### config.mk
export PLATFORM = sky130hd
export DESIGN_NAME = windowed_register_file
export DESIGN_NICKNAME = d
export VERILOG_FILES = /design/src/rtl/wrf_pkg.sv /design/src/rtl/wrf_ctrl.sv /design/src/rtl/wrf_datapath.sv /design/src/rtl/windowed_register_file.sv
export SDC_FILE = /design/constraint.sdc
export NUM_CORES = 2
export LEC_CHECK = 0
export BUFFER_PORTS_ARGS = -buffer_cell sky130_fd_sc_hd__buf_2
export CORE_ASPECT_RATIO = 1.1
export CORE_MARGIN = 1
export CORE_UTILIZATION = 50
export DETAILED_ROUTE_END_ITERATION = 8
export PLACE_DENSITY_LB_ADDON = 0.05
export SETUP_SLACK_MARGIN = 0.02
export SLEW_MARGIN = 25
export SYNTH_ARGS = -nofsm -noshare
export SYNTH_HDL_FRONTEND = slang
export SYNTH_HIERARCHICAL = 1
export SYNTH_MEMORY_MAX_BITS = 65536
export SYNTH_SLANG_ARGS = --single-unit
### constraint.sdc
create_clock -name aclk -period 6 [get_ports aclk]
set_input_delay 0.3 -clock aclk [delete_from_list [all_inputs] [get_ports aclk]]
set_output_delay 0.3 -clock aclk [all_outputs]
set_load 0.01 [all_outputs]
### src/rtl/wrf_pkg.sv
`timescale 1ns / 1ps
// Shared types and constants for the windowed register file.
// Used by the controller, datapath, top level and checker; no dependencies.
package wrf_pkg;

    localparam int WINDOWS_DEF  = 8;
    localparam int GLOBAL_REGS  = 8;
    localparam int IO_REGS      = 8;
    localparam int LOCAL_REGS   = 8;
    localparam int WIN_SPAN     = IO_REGS + LOCAL_REGS;
    localparam int WIN_SHIFT    = $clog2(WIN_SPAN);
    localparam int DATA_W       = 32;
    localparam int NUM_W        = 5;
    localparam int WP_W         = 5;
    localparam int S_TDATA_W    = 40;
    localparam int S_TUSER_W    = 2;
    localparam int M_TDATA_W    = 40;

    localparam logic [NUM_W-1:0] REG_ZERO = '0;

    typedef enum logic [1:0] {
        ACT_READ    = 2'd0,
        ACT_WRITE   = 2'd1,
        ACT_SAVE    = 2'd2,
        ACT_RESTORE = 2'd3
    } action_t;

    typedef enum logic [1:0] {
        ST_IDLE,
        ST_EXEC,
        ST_LOAD
    } ctrl_state_t;

    typedef struct packed {
        logic capture;
        logic access;
        logic load;
    } ctrl_cmd_t;

endpackage

### src/rtl/wrf_ctrl.sv
`timescale 1ns / 1ps
// Sequencing controller: capture, access, load of one transaction at a time.
// Depends on wrf_pkg; drives the datapath through ctrl_cmd_t.
module wrf_ctrl
    import wrf_pkg::*;
(
    input  logic      aclk,
    input  logic      aresetn,
    input  logic      s_tvalid,
    output logic      s_tready,
    output logic      m_tvalid,
    input  logic      m_tready,
    output ctrl_cmd_t cmd
);

    ctrl_state_t state_reg, state_next;
    logic        out_valid_reg, out_valid_next;
    logic        slot_free;

    assign slot_free = !out_valid_reg || m_tready;

    always_comb begin
        state_next = state_reg;
        unique case (state_reg)
            ST_IDLE: begin
                if (s_tvalid) begin
                    state_next = ST_EXEC;
                end
            end
            ST_EXEC: begin
                state_next = ST_LOAD;
            end
            ST_LOAD: begin
                if (slot_free) begin
                    state_next = ST_IDLE;
                end
            end
            default: begin
                state_next = ST_IDLE;
            end
        endcase
    end

    always_comb begin
        s_tready    = 1'b0;
        cmd.capture = 1'b0;
        cmd.access  = 1'b0;
        cmd.load    = 1'b0;
        unique case (state_reg)
            ST_IDLE: begin
                s_tready    = 1'b1;
                cmd.capture = s_tvalid;
            end
            ST_EXEC: begin
                cmd.access = 1'b1;
            end
            ST_LOAD: begin
                cmd.load = slot_free;
            end
            default: begin
            end
        endcase
    end

    always_comb begin
        priority if (cmd.load) begin
            out_valid_next = 1'b1;
        end else if (m_tready) begin
            out_valid_next = 1'b0;
        end else begin
            out_valid_next = out_valid_reg;
        end
    end

    always_ff @(posedge aclk) begin
        if (!aresetn) begin
            state_reg     <= ST_IDLE;
            out_valid_reg <= 1'b0;
        end else begin
            state_reg     <= state_next;
            out_valid_reg <= out_valid_next;
        end
    end

    assign m_tvalid = out_valid_reg;

endmodule

### src/rtl/wrf_datapath.sv
`timescale 1ns / 1ps
// Datapath: captured transaction, window pointer, register store and result register.
// Depends on wrf_pkg; controlled by wrf_ctrl through ctrl_cmd_t.
module wrf_datapath
    import wrf_pkg::*;
#(
    parameter int WINDOWS = WINDOWS_DEF
) (
    input  logic              aclk,
    input  logic              aresetn,
    input  ctrl_cmd_t         cmd,
    input  action_t           action,
    input  logic [NUM_W-1:0]  reg_number,
    input  logic [DATA_W-1:0] write_data,
    output logic [DATA_W-1:0] read_data,
    output logic              window_trap,
    output logic [WP_W-1:0]   window_pointer
);

    localparam int DEPTH = GLOBAL_REGS + WINDOWS * WIN_SPAN;
    localparam int IDX_W = $clog2(DEPTH);
    localparam logic [WP_W-1:0] LAST_WIN = WP_W'(WINDOWS - 1);

    action_t           action_reg;
    logic [NUM_W-1:0]  num_reg;
    logic [DATA_W-1:0] wdata_reg;
    logic [WP_W-1:0]   cw_reg, cw_next;
    logic              trap_reg, trap_next;
    logic [IDX_W-1:0]  idx;
    logic [DATA_W-1:0] mem_q_reg;
    logic [DATA_W-1:0] rd_out_reg;
    logic              trap_out_reg;
    logic [WP_W-1:0]   wp_out_reg;

    logic [DATA_W-1:0] mem [DEPTH];

    always_ff @(posedge aclk) begin
        if (cmd.capture) begin
            action_reg <= action;
            num_reg    <= reg_number;
            wdata_reg  <= write_data;
        end
    end

    always_comb begin
        priority if (num_reg < NUM_W'(GLOBAL_REGS)) begin
            idx = IDX_W'(num_reg);
        end else if (cw_reg == LAST_WIN && num_reg >= NUM_W'(GLOBAL_REGS + WIN_SPAN)) begin
            idx = IDX_W'(num_reg) - IDX_W'(WIN_SPAN);
        end else begin
            idx = (IDX_W'(cw_reg) << WIN_SHIFT) + IDX_W'(num_reg);
        end
    end

    always_ff @(posedge aclk) begin
        if (cmd.access) begin
            if (action_reg == ACT_WRITE && num_reg != REG_ZERO) begin
                mem[idx] <= wdata_reg;
            end
            mem_q_reg <= mem[idx];
        end
    end

    always_comb begin
        cw_next   = cw_reg;
        trap_next = 1'b0;
        unique case (action_reg)
            ACT_SAVE: begin
                if (cw_reg >= LAST_WIN) begin
                    cw_next   = '0;
                    trap_next = 1'b1;
                end else begin
                    cw_next = cw_reg + WP_W'(1);
                end
            end
            ACT_RESTORE: begin
                if (cw_reg == '0 || cw_reg > LAST_WIN) begin
                    cw_next   = LAST_WIN;
                    trap_next = 1'b1;
                end else begin
                    cw_next = cw_reg - WP_W'(1);
                end
            end
            default: begin
            end
        endcase
    end

    always_ff @(posedge aclk) begin
        if (!aresetn) begin
            cw_reg <= '0;
        end else if (cmd.access) begin
            cw_reg <= cw_next;
        end
    end

    always_ff @(posedge aclk) begin
        if (cmd.access) begin
            trap_reg <= trap_next;
        end
    end

    always_ff @(posedge aclk) begin
        if (cmd.load) begin
            rd_out_reg   <= (action_reg == ACT_READ && num_reg != REG_ZERO) ? mem_q_reg : '0;
            trap_out_reg <= trap_reg;
            wp_out_reg   <= cw_reg;
        end
    end

    assign read_data      = rd_out_reg;
    assign window_trap    = trap_out_reg;
    assign window_pointer = wp_out_reg;

endmodule

### src/rtl/windowed_register_file.sv
`timescale 1ns / 1ps
// Top level of the windowed register file: stream ports, controller and datapath.
// Depends on wrf_pkg, wrf_ctrl and wrf_datapath.
//
// Windowed register file with 8 globals and 16 registers per window (WINDOWS windows,
// ins of the last window wrapping onto the outs of window 0). Each transaction on the
// slave side is a read, write, save or restore and returns exactly one result on the
// master side: read data (zero unless a read), a trap flag for window overflow or
// underflow, and the window pointer after the action. The transaction is captured at
// the accepting edge, then the single-port store is accessed with its registered read,
// then the result register is loaded. A new transaction is accepted only once the
// previous one has loaded its result; a stalled result holds the pipeline in its load
// step. Store contents are undefined until written.
module windowed_register_file
    import wrf_pkg::*;
#(
    parameter int WINDOWS = WINDOWS_DEF
) (
    input  logic                 aclk,
    input  logic                 aresetn,
    input  logic                 s_tvalid,
    output logic                 s_tready,
    input  logic [S_TDATA_W-1:0] s_tdata,   // [4:0] reg_number, [36:5] write_data
    input  logic [S_TUSER_W-1:0] s_tuser,   // [1:0] action
    output logic                 m_tvalid,
    input  logic                 m_tready,
    output logic [M_TDATA_W-1:0] m_tdata    // [31:0] read_data, [32] window_trap,
                                            // [37:33] window_pointer
);

    ctrl_cmd_t         cmd;
    logic [DATA_W-1:0] read_data;
    logic              window_trap;
    logic [WP_W-1:0]   window_pointer;

    wrf_ctrl u_ctrl (
        .aclk     (aclk),
        .aresetn  (aresetn),
        .s_tvalid (s_tvalid),
        .s_tready (s_tready),
        .m_tvalid (m_tvalid),
        .m_tready (m_tready),
        .cmd      (cmd)
    );

    wrf_datapath #(
        .WINDOWS (WINDOWS)
    ) u_datapath (
        .aclk           (aclk),
        .aresetn        (aresetn),
        .cmd            (cmd),
        .action         (action_t'(s_tuser[1:0])),
        .reg_number     (s_tdata[NUM_W-1:0]),
        .write_data     (s_tdata[NUM_W +: DATA_W]),
        .read_data      (read_data),
        .window_trap    (window_trap),
        .window_pointer (window_pointer)
    );

    assign m_tdata = {(M_TDATA_W - DATA_W - 1 - WP_W)'(0), window_pointer, window_trap, read_data};

endmodule

; After elaboration in Yosys (flattened, before gate mapping)
; Memory sizes are Yosys's and may differ from the RTL's. A register that Yosys moved wholly into a read port is not among the register bits.
; Cells that the tools add are included.
[totals]
ff_bits = 86
mem_bits_rw = 4352
inputBits = 46
out_inout_bits = 42
mem_count = 1
[mem_list]
columns = name, words, word_bits, read_ports, rd_ports_with_merged_regs, write_ports, line
row1 = u_datapath.mem, 136, 32, 1, 1, 1, wrf_datapath.sv:35  ; logic [DATA_W-1:0] mem [DEPTH];
[classes]
addsub = 4
order_cmp = 4
n_eq_ne = 8
muxes = 20
n_reduce_logical = 14
[op_table]
columns = op, n
row1 = 8-bit 2-to-1 mux, 2
row2 = 1-bit 2-to-1 mux, 11
row3 = 5-bit 2-to-1 mux, 2
row4 = 5-bit one-hot mux with 2 select lines, 1
row5 = 8-bit by 5-bit adder with 8-bit output, 1
row6 = 2-bit == test (second input constant), 3
row7 = 2-bit one-hot mux with 3 select lines, 1
row8 = 5-bit by 5-bit subtractor with 6-bit output (second input constant), 1
row9 = 5-bit by 1-bit adder with 5-bit output (second input constant), 1
row10 = 5-bit by 3-bit == test with 1-bit output (second input constant), 1
row11 = 5-bit by 3-bit greater-or-equal comparator with 1-bit output (second input constant), 1
row12 = 5-bit greater-or-equal comparator (second input constant), 1
row13 = 5-bit by 3-bit greater-than comparator with 1-bit output (second input constant), 1
row14 = 5-bit logical NOT, 1
row15 = 5-bit by 4-bit less-than comparator with 1-bit output (second input constant), 1
row16 = 5-bit nonzero test, 1
row17 = 5-bit by 1-bit subtractor with 5-bit output (second input constant), 1
row18 = 2-bit by 1-bit == test with 1-bit output (second input constant), 2
row19 = 2-bit logical NOT, 2
row20 = 2-bit 2-to-1 mux, 2
row21 = 2-bit AND reduction, 2
row22 = 2-bit nonzero test, 2
row23 = 1-bit logical AND, 3
row24 = 1-bit logical OR, 2
row25 = other kinds (4), 4

; Longest topological paths before layout
[depth]
depth_word = 5
mapped_depth = 12

; Hierarchy
; The synthesis kept the hierarchy.
[by_module_without_submodules]
columns = mod, instances, cells_per_inst, area_per_inst_um2
row1 = wrf_datapath, 1, 7365, 169691.5
row2 = wrf_ctrl, 1, 14, 146.4
row3 = windowed_register_file, 1, 4, 26.3

; Least setup slack after synthesis
; No wires, ideal clock.
[synth_timing]
path_type = register to register
from = register u_datapath.num_reg[4]
to = memory u_datapath.mem[112][0], enable pin
t_arrival_ns = 3.751
required_ns = 5.579
path_slack_ns = 1.828
path_stages_with_launch = 11
n_path_buf = 4
synth_period_minus_slack_ns = 4.172
path_cell_list = edfxtp_1 -> ha_1 -> ha_1 -> clkbuf_1 -> inv_1 -> buf_2 -> a211oi_1 -> nand3_1 -> clkbuf_1 -> clkbuf_1 -> nor2_1
[synth_via]
elab_chain_cells = 5
[synth_rtl]
columns = item, line
row1 = "start, declared", wrf_datapath.sv:25  ; logic [NUM_W-1:0] num_reg;
row2 = "start signal, assigned", wrf_datapath.sv:40  ; num_reg <= reg_number;
row3 = "parallel branches: the longest is 5 deep, another holds 8-bit by 5-bit adder with 8-bit output", -
row4 = "end, declared", wrf_datapath.sv:35
; Parallel ways; which one is timed is not known.

; Final worst setup path
[layout_timing]
from = register u_datapath.cw_reg[1]
to = register u_datapath.mem_q_reg[4] (read register of u_datapath.mem) (data pin)
[layout_via]
elab_chain_cells = 4
[layout_rtl]
columns = item, line
row1 = "start, declared", wrf_datapath.sv:27  ; logic [WP_W-1:0] cw_reg, cw_next;
row2 = "start signal, assigned", wrf_datapath.sv:93  ; cw_reg <= cw_next;
row3 = "parallel branches: the longest is 2 deep, another holds 8-bit by 5-bit adder with 8-bit output", -
row4 = 8-bit 2-to-1 mux (*), wrf_datapath.sv:48  ; end else if (cw_reg == LAST_WIN && num_reg >= NUM_W'(GLOBAL_REGS + WIN_SPAN)) begin
row5 = 8-bit 2-to-1 mux (*), wrf_datapath.sv:46  ; priority if (num_reg < NUM_W'(GLOBAL_REGS)) begin
row6 = "end, declared", wrf_datapath.sv:30  ; logic [DATA_W-1:0] mem_q_reg;
; Every way passes the cells marked *.
; A chain may end at the register's enable or synchronous reset.

==> reports/summary.json <==
{
  "critPathMaxFanout": 21,
  "detail_route.vias_per_cell": 6.48,
  "hpwlAfterDp_um": 286000,
  "post-synth-top-area-fraction_pct": 78.9,
  "irDropWorstVdd_mv": 0.245,
  "cell_internal_pwr_mw": 51.1,
  "yosys_register_bits": 4470,
  "die_h_um": 613,
  "path_clk_slew_ps": 60,
  "asyncSetResetFlopFracSynth_pct": 0,
  "clk-insertion-delay-late_ps": 980,
  "yosys.cell_count.top_type": "edfxtp_1",
  "timing.setup.critical_path_class": "flip-flop to flip-flop",
  "ys_warn_count": 6,
  "postRouteWirelength_um": 492000,
  "layout.nets": 8092,
  "max_cap_viol_count": 0,
  "routed.top_layer": "met5",
  "clock_skew_ps": 41.3,
  "floorplan_row_count": 224,
  "synth-seq-area-share_pct": 79.0,
  "dr_total_vias": 83900,
  "detail_route.wirelength.met1_um": 200000,
  "cp_slowest_stage_delay_ps": 810,
  "power.switching_mw": 14.4,
  "worstPathArrival_ps": 5640,
  "reg_power_share_pct": 52.9,
  "core_area_um2": 338000,
  "p_comb_share_pct": 5.9,
  "clockBufferDepth": 4,
  "wl_met2_um": 231000,
  "worst-slew-pin-transition_ps": 1210,
  "yosys-top-cells-area": "edfxtp_1 (79%), mux4_2 (14%), a22oi_1 (1.2%)",
  "min-delay-start": "s_tdata[1]",
  "final.setup.tns_ps": 0,
  "fin_crit_sh_pct": 82.2,
  "tritoncts": "built",
  "firstDrtPassIters": 5,
  "netlist_area_um2": 170000,
  "synth_top_cell_by_area": "edfxtp_1",
  "area_growth_synth_to_finish_pct": 14.3,
  "worst_r2r_path_depth": 9,
  "die_area_um2": 342000,
  "top_level_ports": 88,
  "detailroute.wirelength.met3_um": 46300,
  "largest_register_ff_count": 4352,
  "cts.repair.resized": 0,
  "hold_viol_final": 0,
  "combined_global_route_utilization_of_all_metal_layers_pct": 28.9,
  "area.sequential_um2": 134000,
  "synth.cells.most_frequent": "edfxtp_1 (4,462), mux4_2 (1,089), a22oi_1 (271), nor2_1 (181), buf_2 (162)",
  "status": "complete, no violations",
  "wl_per_cell_um": 38.0,
  "grt_pass1_wl_um": 675000,
  "power_density_nw_per_um2": 337,
  "syn-mean-instance-area_um2": 23.0,
  "grt_setup_unrepaired": "false",
  "power.clock.fraction_pct": 41.3,
  "numClockSinks": 4470,
  "regToRegEndpoint": "u_datapath/mem_q_reg[4]",
  "cts_bufs_inserted": 445,
  "crit_top_cell": "buf_4",
  "drc_errors": 0,
  "finalSetupViolations": 0,
  "floorplan.die.width_um": 558,
  "maxClockFrequency_mhz": 203,
  "critPathLaunch": "u_datapath/cw_reg[1]",
  "total_power_mw": 65.4,
  "hold_path.class": "input port to flip-flop",
  "vias_in_the_first_global_route": 82900,
  "max_flop_register": "u_datapath/mem",
  "globalRoute.totalOverflow": 0,
  "path_buf_inv": 2,
  "critPathCaptureType": "flip-flop",
  "list_of_cells_traversed_by_the_critical_path": "ha_1 -> nand4_1 -> o21ai_2 -> buf_4 -> nor2_2 -> buf_4 -> nand2_2 -> a21oi_1 -> or4_1",
  "synthCells": 7383,
  "drt_iter0_drc": 11500,
  "cell_depth_of_the_worst_min_delay_path": 2,
  "critPathTopFamily": "simple AND/OR/NAND/NOR gates",
  "crit_path_start_kind": "flip-flop",
  "holdPathEnd": "u_datapath/num_reg[1]",
  "worst_setup_slack_for_register_to_register_paths_ps": 1070,
  "number_of_distinct_library_cells_after_synthesis": 71,
  "critical_path_cell_with_the_highest_stage_delay": "nand2_2",
  "drtAntennaViolNets": 0,
  "floorplan.initialDensity_pct": 50.2,
  "gp_congestion": 0.851,
  "worst_r2r_startpoint": "u_datapath/cw_reg[1]",
  "synth_edf_count": 4462,
  "cts_root_buf": "clkbuf_16",
  "port_buffers": 82,
  "multi_input_area_um2": 34600,
  "maxSlewHeadroom_pct": 18.6,
  "min_period_ps": 4930,
  "fillerInstances": 24900,
  "number_of_antenna_violations_at_the_first_check_in_global_routing": 48,
  "proportion_of_layout_cells_with_a_drive_suffix_above_1_pct": 29.2,
  "required_arrival_time_at_the_worst_endpoint_ps": 6710,
  "grt_max_degree": 137,
  "power.switching_fraction_pct": 21.9,
  "ctsHtreeMaxLevel": 5,
  "final_max_slew_viol_count": 0,
  "power_leakage_nw": 60.5,
  "synth_flop_cell": "edfxtp_1"
}
cell type report:
cell class	instances	share of cell area, %
Inverter	7	0.0148
Antenna cell	8	0.0103
Clock inverter	273	1.15
Timing Repair Buffer	633	2.97
Clock buffer	548	6.04
Tap cell	4520	2.91
Multi-Input combinational cell	2484	17.8
Sequential cell	4470	69.1
worst max path at each step:
stage                                           to  slack, ps  cells past startpoint
after global routing       u_datapath/mem_q_reg[4]       1020                      9
after CTS                 u_datapath/mem_q_reg[29]       1200                      8
after floorplan             u_datapath/mem[112][0]       1830                     10
after global placement    u_datapath/mem_q_reg[29]       1300                      8
after detailed placement  u_datapath/mem_q_reg[29]       1230                      8
final                      u_datapath/mem_q_reg[4]       1070                      9
cell families (layout without fill, tap and decap cells):
group                    Yosys count  count (layout)  synth area share (%)
other                              1              10               0.00221
buffers and inverters            430            1461                  1.37
flip-flops                      4470            4470                  79.0
adder cells (fa/ha/maj)            5               5                0.0368
AND/OR/NAND/NOR                  513             513                  1.38
AO/OA/AOI/OAI                    722             722                  2.89
multiplexers                    1240            1240                  15.3
XOR/XNOR                           2               2                0.0103
power by group through the flow:
| stage | logic (mW) | registers (mW) | clock network, mW |
|---|---|---|---|
| after global placement | 3.73 | 35.2 | 0 |
| after floorplan | 1.84 | 35.5 | 0 |
| final | 3.84 | 34.6 | 27.0 |
| after CTS | 3.85 | 34.6 | 27.4 |
| after detailed placement | 3.81 | 35.2 | 0 |
| after global routing | 4.00 | 34.6 | 28.5 |
stage by stage:
stage | setup slack [ps] | hold WS, ps | std cells | util (%) | cell area, µm²
detailed placement | 1230 | 418 | 12000 | 53.0 | 179000
finish | 1070 | 112 | 12900 | 57.4 | 194000
global route | 1020 | 77.0 | 12900 | 57.4 | 194000
global placement | 1300 | 407 | 12000 | 53.0 | 179000
floorplan | 1830 | 399 | 7384 | - | 170000
CTS | 1200 | 26.9 | 12900 | 57.4 | 194000
layer usage:
metal	track usage (%)	vias to the layer above
li1	-	33000
met1	42.6	46200
met2	44.9	4078
met3	5.40	619
met4	7.66	4
met5	0	-
cell usage in the layout, fill, tap and decap left out, types with 14 or more instances in the layout:
cell type and n:
mux4_2 1089, buf_12 68, o22ai_1 53, o21ai_0 53, mux2i_1 138, nand2_1 151
buf_4 393, clkbuf_16 455, a221oi_1 14, nor2_1 41, edfxtp_1 4462, clkbuf_1 93
bufinv_16 34, and2_1 37, o2111ai_1 16, nor2_4 137, a22oi_1 271, a21oi_1 160
clkinv_2 93, dlygate4sd3_1 79, nor3_1 18, o211ai_1 24, clkinv_1 118, nand3_1 41
a211oi_1 21, a31oi_1 19, buf_2 82
what timing repair did:
item / in CTS / in global routing
buffers inserted: 0 / 0
hold buffers: 79 / 0
hold endpoints to repair: 61 / 0
Note: power is estimated with default switching activity, not from simulation.
